**config.mk**
```make
export PLATFORM = sky130hd
export DESIGN_NAME = usp_phase_div
export DESIGN_NICKNAME = d
export VERILOG_FILES = /design/src/design/uv_sphere_point_and_quad_defines.svh /design/src/design/usp_pkg.sv /design/src/design/usp_phase_div.sv
export SDC_FILE = /design/constraint.sdc
export NUM_CORES = 1
export LEC_CHECK = 0
export BUFFER_PORTS_ARGS = -buffer_cell sky130_fd_sc_hd__buf_2
export CAP_MARGIN = 25
export CORE_MARGIN = 5
export CORE_UTILIZATION = 33
export DETAILED_ROUTE_END_ITERATION = 12
export GPL_ROUTABILITY_DRIVEN = 1
export GPL_TIMING_DRIVEN = 0
export PLACE_DENSITY = 0.48
export SYNTH_ARGS = -nofsm -noshare
export SYNTH_HDL_FRONTEND = slang
export SYNTH_SLANG_ARGS = --single-unit
```
**constraint.sdc**
```tcl
create_clock -name i_clk -period 10.3 [get_ports i_clk]
set_input_delay 1.545 -clock i_clk [delete_from_list [all_inputs] [get_ports i_clk]]
set_output_delay 1.545 -clock i_clk [all_outputs]
set_load 0.01 [all_outputs]
```
**src/design/uv_sphere_point_and_quad_defines.svh**
```systemverilog
// Assertion macros shared by the sphere point and quad generator.
`ifndef UV_SPHERE_POINT_AND_QUAD_DEFINES_SVH
`define UV_SPHERE_POINT_AND_QUAD_DEFINES_SVH
`ifndef SYNTHESIS
`define USP_ASSERT(lbl, clk, rst_n, prop, msg) \
    lbl: assert property (@(posedge clk) disable iff (!rst_n) prop) else $error(msg);
`define USP_ASSERT_NEXT(lbl, clk, rst_n, ante, cons, msg) \
    lbl: assert property (@(posedge clk) disable iff (!rst_n) ante |=> cons) else $error(msg);
`else
`define USP_ASSERT(lbl, clk, rst_n, prop, msg)
`define USP_ASSERT_NEXT(lbl, clk, rst_n, ante, cons, msg)
`endif
`endif

```
**src/design/usp_pkg.sv**
```systemverilog
// Shared types, constants and latencies of the sphere point and quad generator.
`default_nettype none
package usp_pkg;

    // Grid and coordinate format.
    localparam int GRID_LIMIT      = 256;
    localparam int COORD_FRAC_BITS = 15;
    localparam int COORD_BITS      = 16;
    localparam int COUNT_BITS      = 9;
    localparam int POS_BITS        = 8;
    localparam int INDEX_BITS      = 16;

    // Configuration register indexes.
    localparam logic [1:0] REG_RINGS   = 2'd0;
    localparam logic [1:0] REG_SECTORS = 2'd1;
    localparam logic [COUNT_BITS-1:0] RINGS_RESET   = 9'd16;
    localparam logic [COUNT_BITS-1:0] SECTORS_RESET = 9'd16;

    // Phase division.
    localparam int PHASE_BITS          = 32;
    localparam int DIV_BITS_PER_STAGE  = 4;
    localparam int DIV_STAGES          = PHASE_BITS / DIV_BITS_PER_STAGE;
    localparam int LAT_DIV             = DIV_STAGES + 1;

    // Q30 arithmetic of the sine and cosine kernel.
    localparam int Q30_BITS  = 30;
    localparam int TRIG_BITS = 32;
    localparam logic [63:0] Q30_ONE  = 64'd1 << 30;
    localparam logic [63:0] Q30_HALF = 64'd1 << 29;
    localparam logic [63:0] TWO_POW_32 = 64'd1 << 32;
    localparam logic [31:0] PI_Q30 = 32'd3373259426;

    localparam int SIN_STEPS = 5;
    localparam int COS_STEPS = 6;
    localparam int STEP_LAT  = 4;
    localparam int SIN_LAT   = SIN_STEPS * STEP_LAT;
    localparam int COS_LAT   = COS_STEPS * STEP_LAT;
    localparam int SIN_PAD   = COS_LAT - SIN_LAT - 2;
    localparam int LAT_SC    = 5 + COS_LAT + 1;

    localparam logic [7:0] SIN_K [SIN_STEPS] = '{8'd110, 8'd72, 8'd42, 8'd20, 8'd6};
    localparam logic [7:0] COS_K [COS_STEPS] =
        '{8'd132, 8'd90, 8'd56, 8'd30, 8'd12, 8'd2};
    localparam logic [31:0] SIN_M [SIN_STEPS] = '{
        32'(TWO_POW_32 / 110), 32'(TWO_POW_32 / 72), 32'(TWO_POW_32 / 42),
        32'(TWO_POW_32 / 20), 32'(TWO_POW_32 / 6)};
    localparam logic [31:0] COS_M [COS_STEPS] = '{
        32'(TWO_POW_32 / 132), 32'(TWO_POW_32 / 90), 32'(TWO_POW_32 / 56),
        32'(TWO_POW_32 / 30), 32'(TWO_POW_32 / 12), 32'(TWO_POW_32 / 2)};

    // Quadrant codes of a phase.
    localparam logic [1:0] QUAD_FIRST  = 2'd0;
    localparam logic [1:0] QUAD_SECOND = 2'd1;
    localparam logic [1:0] QUAD_THIRD  = 2'd2;

    // Coordinate rounding.
    localparam int XZ_SHIFT = 2 * Q30_BITS - COORD_FRAC_BITS;
    localparam int Y_SHIFT  = Q30_BITS - COORD_FRAC_BITS;
    localparam int LAT_CRD  = 2;

    // Stages from the input register to the last pipeline stage.
    localparam int LAT_SIDE = LAT_DIV + LAT_SC + LAT_CRD;

    typedef struct packed {
        logic [POS_BITS-1:0] ring;
        logic [POS_BITS-1:0] sector;
    } t_in_item;

    typedef struct packed {
        logic signed [COORD_BITS-1:0] pos_x;
        logic signed [COORD_BITS-1:0] pos_y;
        logic signed [COORD_BITS-1:0] pos_z;
        logic [INDEX_BITS-1:0] index_a;
        logic [INDEX_BITS-1:0] index_b;
        logic [INDEX_BITS-1:0] index_c;
        logic [INDEX_BITS-1:0] index_d;
        logic [INDEX_BITS-1:0] index_e;
        logic [INDEX_BITS-1:0] index_f;
        logic quad_valid;
        logic out_of_grid;
    } t_out_item;

endpackage
`default_nettype wire

```
**src/design/usp_phase_div.sv**
```systemverilog
// Pipelined restoring divider that turns a grid position into a rounded 32-bit phase.
`default_nettype none
module usp_phase_div import usp_pkg::*; (
    input  logic                  i_clk,
    input  logic                  i_en,
    input  logic [POS_BITS-1:0]   i_num,
    input  logic [COUNT_BITS-1:0] i_den,
    input  logic [COUNT_BITS-1:0] i_half,
    output logic [PHASE_BITS-1:0] o_phase
);

    logic [COUNT_BITS-1:0] r_rem  [DIV_STAGES];
    logic [PHASE_BITS-1:0] r_quo  [DIV_STAGES];
    logic [COUNT_BITS-1:0] r_den  [DIV_STAGES];
    logic [COUNT_BITS-1:0] r_half [DIV_STAGES];
    logic [PHASE_BITS-1:0] r_phase;

    logic [COUNT_BITS-1:0] n_rem_in  [DIV_STAGES];
    logic [PHASE_BITS-1:0] n_quo_in  [DIV_STAGES];
    logic [COUNT_BITS-1:0] n_den_in  [DIV_STAGES];
    logic [COUNT_BITS-1:0] n_half_in [DIV_STAGES];
    logic [COUNT_BITS-1:0] n_rem     [DIV_STAGES];
    logic [PHASE_BITS-1:0] n_quo     [DIV_STAGES];

    // Stage inputs: a numerator equal to the divisor is a full turn, so its fraction is zero.
    always_comb begin
        n_rem_in[0]  = ({1'b0, i_num} == i_den) ? '0 : {1'b0, i_num};
        n_quo_in[0]  = '0;
        n_den_in[0]  = i_den;
        n_half_in[0] = i_half;
        for (int st = 1; st < DIV_STAGES; st++) begin
            n_rem_in[st]  = r_rem[st-1];
            n_quo_in[st]  = r_quo[st-1];
            n_den_in[st]  = r_den[st-1];
            n_half_in[st] = r_half[st-1];
        end
    end

    // A few quotient bits in each stage.
    always_comb begin
        logic [COUNT_BITS:0]   w;
        logic [COUNT_BITS-1:0] rem;
        logic [PHASE_BITS-1:0] quo;
        for (int st = 0; st < DIV_STAGES; st++) begin
            rem = n_rem_in[st];
            quo = n_quo_in[st];
            for (int b = 0; b < DIV_BITS_PER_STAGE; b++) begin
                w = {rem, 1'b0};
                if (w >= {1'b0, n_den_in[st]}) begin
                    rem = COUNT_BITS'(w - {1'b0, n_den_in[st]});
                    quo = {quo[PHASE_BITS-2:0], 1'b1};
                end else begin
                    rem = w[COUNT_BITS-1:0];
                    quo = {quo[PHASE_BITS-2:0], 1'b0};
                end
            end
            n_rem[st] = rem;
            n_quo[st] = quo;
        end
    end

    // Stage registers, then round half up by the remainder.
    always_ff @(posedge i_clk) begin
        if (i_en) begin
            for (int st = 0; st < DIV_STAGES; st++) begin
                r_rem[st]  <= n_rem[st];
                r_quo[st]  <= n_quo[st];
                r_den[st]  <= n_den_in[st];
                r_half[st] <= n_half_in[st];
            end
            r_phase <= r_quo[DIV_STAGES-1] + PHASE_BITS'(
                ({1'b0, r_rem[DIV_STAGES-1]} + {1'b0, r_half[DIV_STAGES-1]})
                >= {1'b0, r_den[DIV_STAGES-1]});
        end
    end

    assign o_phase = r_phase;

endmodule
`default_nettype wire

```
==> summary.md <==
| Metric | Value |
|---|---|
| Die Width | 297.0 um |
| Complex-gate fraction of the synthesized area | 0.1465 |
| Reg2reg end | r_rem[1][31] |
| Top_reg_cell synth | edfxtp_1 |
| Starting density of the core | 0.3322 |
| Simple-gate portion of the synthesized area | 0.1141 |
| Max-slew violation count | 0 |
| # rows | 105 |
| Most frequent cells in the layout | edfxtp_1 (392), ha_1 (274), a21oi_1 (175), nor2_1 (161), inv_1 (146) |
| Post-synthesis cell area | 0.02719 mm^2 |
| First-pass DRT Iterations | 5 |
| Flop2flop setup slack | 0.60 ns |
| Share of layout cells above drive strength 1 | 0.1643 |
| Worst slew pin tran | 0.6650 ns |
| Starting DRC count in detailed routing | 973 |
| CP dominant cell by count | buf_4 |
| TritonCTS clock tree | built |
| Setup violations, final | 0 |
| Fin Setup TNS | 0 ns |
| Final hold violation count | 0 |
| Period utilization | 0.9667 |
| RD Place Congestion | 0.8346 |
| Post-Syn Area per Cell | 10.98 um^2 |
| Largest family of logic cells by synthesized area | compound AO/OA/AOI/OAI gates |
| Post-Syn Instances | 2475 |
| Root Buffer | clkbuf_16 |
| Clock-pin slew on the worst setup and hold paths | 0.06 ns |
| Clock Latency Late Sink | 0.59 ns |
| Slowest CP cell | ha_2 |
| Synth-to-layout area growth | 13.91% |
| Critical-path maximum fanout | 10 |
| Pin count of the biggest net entering global routing | 124 |
| Core box area | 0.08185 mm^2 |
| Hold Path Depth | 0 |
| Die Y-Extent | 297.0 um |
| Congestion Overflow GR | 0 |
| Req. time, crit path | 10.64 ns |
| DRC Markers | 0 |
| Die area | 0.08822 mm^2 |
| Vias per cell | 5.155 |
| Commonest non-fill, non-tap cell in the layout | edfxtp_1 |
| Final wirelength | 62710 um |
| Synth Area in Adders | 0.1373 |
| Crit. End Element | flop |
| Worst EP arrival | 10.29 ns |
| EDFF count, synth | 392 |
| Hold EP | r_quo[1][107] |
| Post-CTS Hold Buffers | 0 |
| Status | complete, no violations |
| Yosys warns | 0 |
| # diodes | 0 |
| First-pass GRT wire length | 100700 um |
| Syn Nets | 2796 |
| Critical R2R Launch | r_den[1][18] |
| Unique cell type count in the Yosys netlist | 96 |
| Vias in the first global route | 19440 |
| Antenna Nets Post-Route | 0 |
| Post-Synth XOR/XNOR Area | 0.07603 |
| Antenna violations before repair | 0 |
| CP peak stage delay | 0.39 ns |
| Post-DR wirelength/cell | 16.84 um |
| Tot GR Track Use | 0.1367 |
| Ys async rst share | 0 |
| Nets | 2941 |
| FF-to-FF path depth | 38 |
| Maximum level of the CTS H-tree | 2 |
| Final min period | 9.957 ns |
| CTS buffer count | 45 |
| Worst Skew | 0.03594 ns |
| Max transition margin | 0.5567 |
| RSZ-0062 raised after global routing | false |
| Crit start category | input pin |
| Peak Freq | 100.4 MHz |
| Hold Crit Start | r_quo[1][71] |
| Number of synthesized register bits | 392 |
| Post-synthesis sequential area ratio | 0.4330 |
| Post-DP HPWL | 47720 um |
| CP Class | input pin to flop |
| Vias after detailed routing | 19200 |
| IO Port Bufs | 59 |
| HP Class | flop to flop |
| Top Ports | 60 |
| Clk sinks | 392 |
| Max Cap Violations | 0 |
| Clk buf depth | 3 |
| Post-synthesis mux area share | 0.06535 |
[kinds of logic after synthesis]
| group | count (synthesis) |
|---|---|
| adders and majority gates | 293 |
| muxes | 157 |
| AOI/OAI and AO/OA | 606 |
| and+or+nand+nor | 605 |
| buffers and inverters | 186 |
| xor gates and xnor gates | 236 |
| DFF | 392 |
[cell usage after synthesis (33+ instances only)]
cell	instances	area [um^2]
xor2_1	103	902.1
nor2_1	163	611.8
ha_1	284	3553
nor2b_1	38	237.7
edfxtp_1	392	11770
nand2b_1	33	206.5
mux2_2	124	1396
inv_1	146	548.0
o21ai_0	123	615.6
xnor2_1	133	1165
a21o_1	76	570.6
nand3_1	39	195.2
nor3_1	50	250.2
nand2_1	119	446.7
a21oi_1	178	890.9
[final cells by class]
class                      count  area (um^2)
buffer                        31        175.2
clock buffer                  46         1130
clock inverter                35        379.1
fill                        7881        50880
inverter                     155        590.6
multi-input combinational   1898        14920
sequential                   392        11770
tap                         1070         1339
timing repair buffer          97        666.9
[worst max path at each step]
| stage | endpoint | start | cells past startpoint | slack (ns) |
|---|---|---|---|---|
| finish | r_rem[0][6] | i_den[0] | 41 | 0.34 |
| global route | r_rem[0][7] | i_den[0] | 45 | 0.007 |
| CTS | r_rem[0][4] | i_den[0] | 43 | 0.01 |
| detailed placement | r_rem[0][4] | i_den[0] | 39 | -1.63 |
| global placement | r_rem[0][8] | i_den[0] | 39 | -1.54 |
| floorplan | r_rem[0][2] | i_den[0] | 40 | 0.39 |
[worst max-delay path: cells and delay by family]
family | cells | cell delay, ns
buf+inv | 9 | 1.34
xor+xnor | 1 | 0.16
compound gates | 15 | 3.40
simple gates | 8 | 1.43
mux | 4 | 1.14
fa+ha+maj | 4 | 1.24
[metal layers]
metal	up-vias	track usage	wire length (um)
met3	99	0.02029	2067
met2	305	0.2408	30410
met1	9242	0.1763	28730
met4	0	0.03589	1496
li1	9550	-	-
met5	-	0	0
[flip-flops by register name, summed over array words and instances (netlist names)]
register / cells
o_phase: 32
r_half: 72
r_quo: 144
r_den: 72
r_rem: 72
[what timing repair did]
item	CTS	global route
pin swaps	8	19
cloned	1	1
endpoints found under the setup margin	24	41
setup buffers	14	20
gates resized for setup	18	38
[per-stage QoR]
stage / cells / setup slack [ns] / instance area [um^2] / hold WS [ns] / utilization
after floorplan: 2475 / 0.3892 / 27190 / 0.4003 / -
after global placement: 3604 / -1.542 / 28820 / 0.4004 / 0.3521
after detailed placement: 3607 / -1.631 / 28910 / 0.4045 / 0.3533
after CTS: 3703 / 0.01250 / 30620 / 0.4112 / 0.3741
after global routing: 3724 / 0.007477 / 30970 / 0.4174 / 0.3784
final: 3724 / 0.3428 / 30970 / 0.4110 / 0.3784
Power is not shown: default switching activity piles up to over one toggle a cycle in this logic, so the estimate is an artifact.
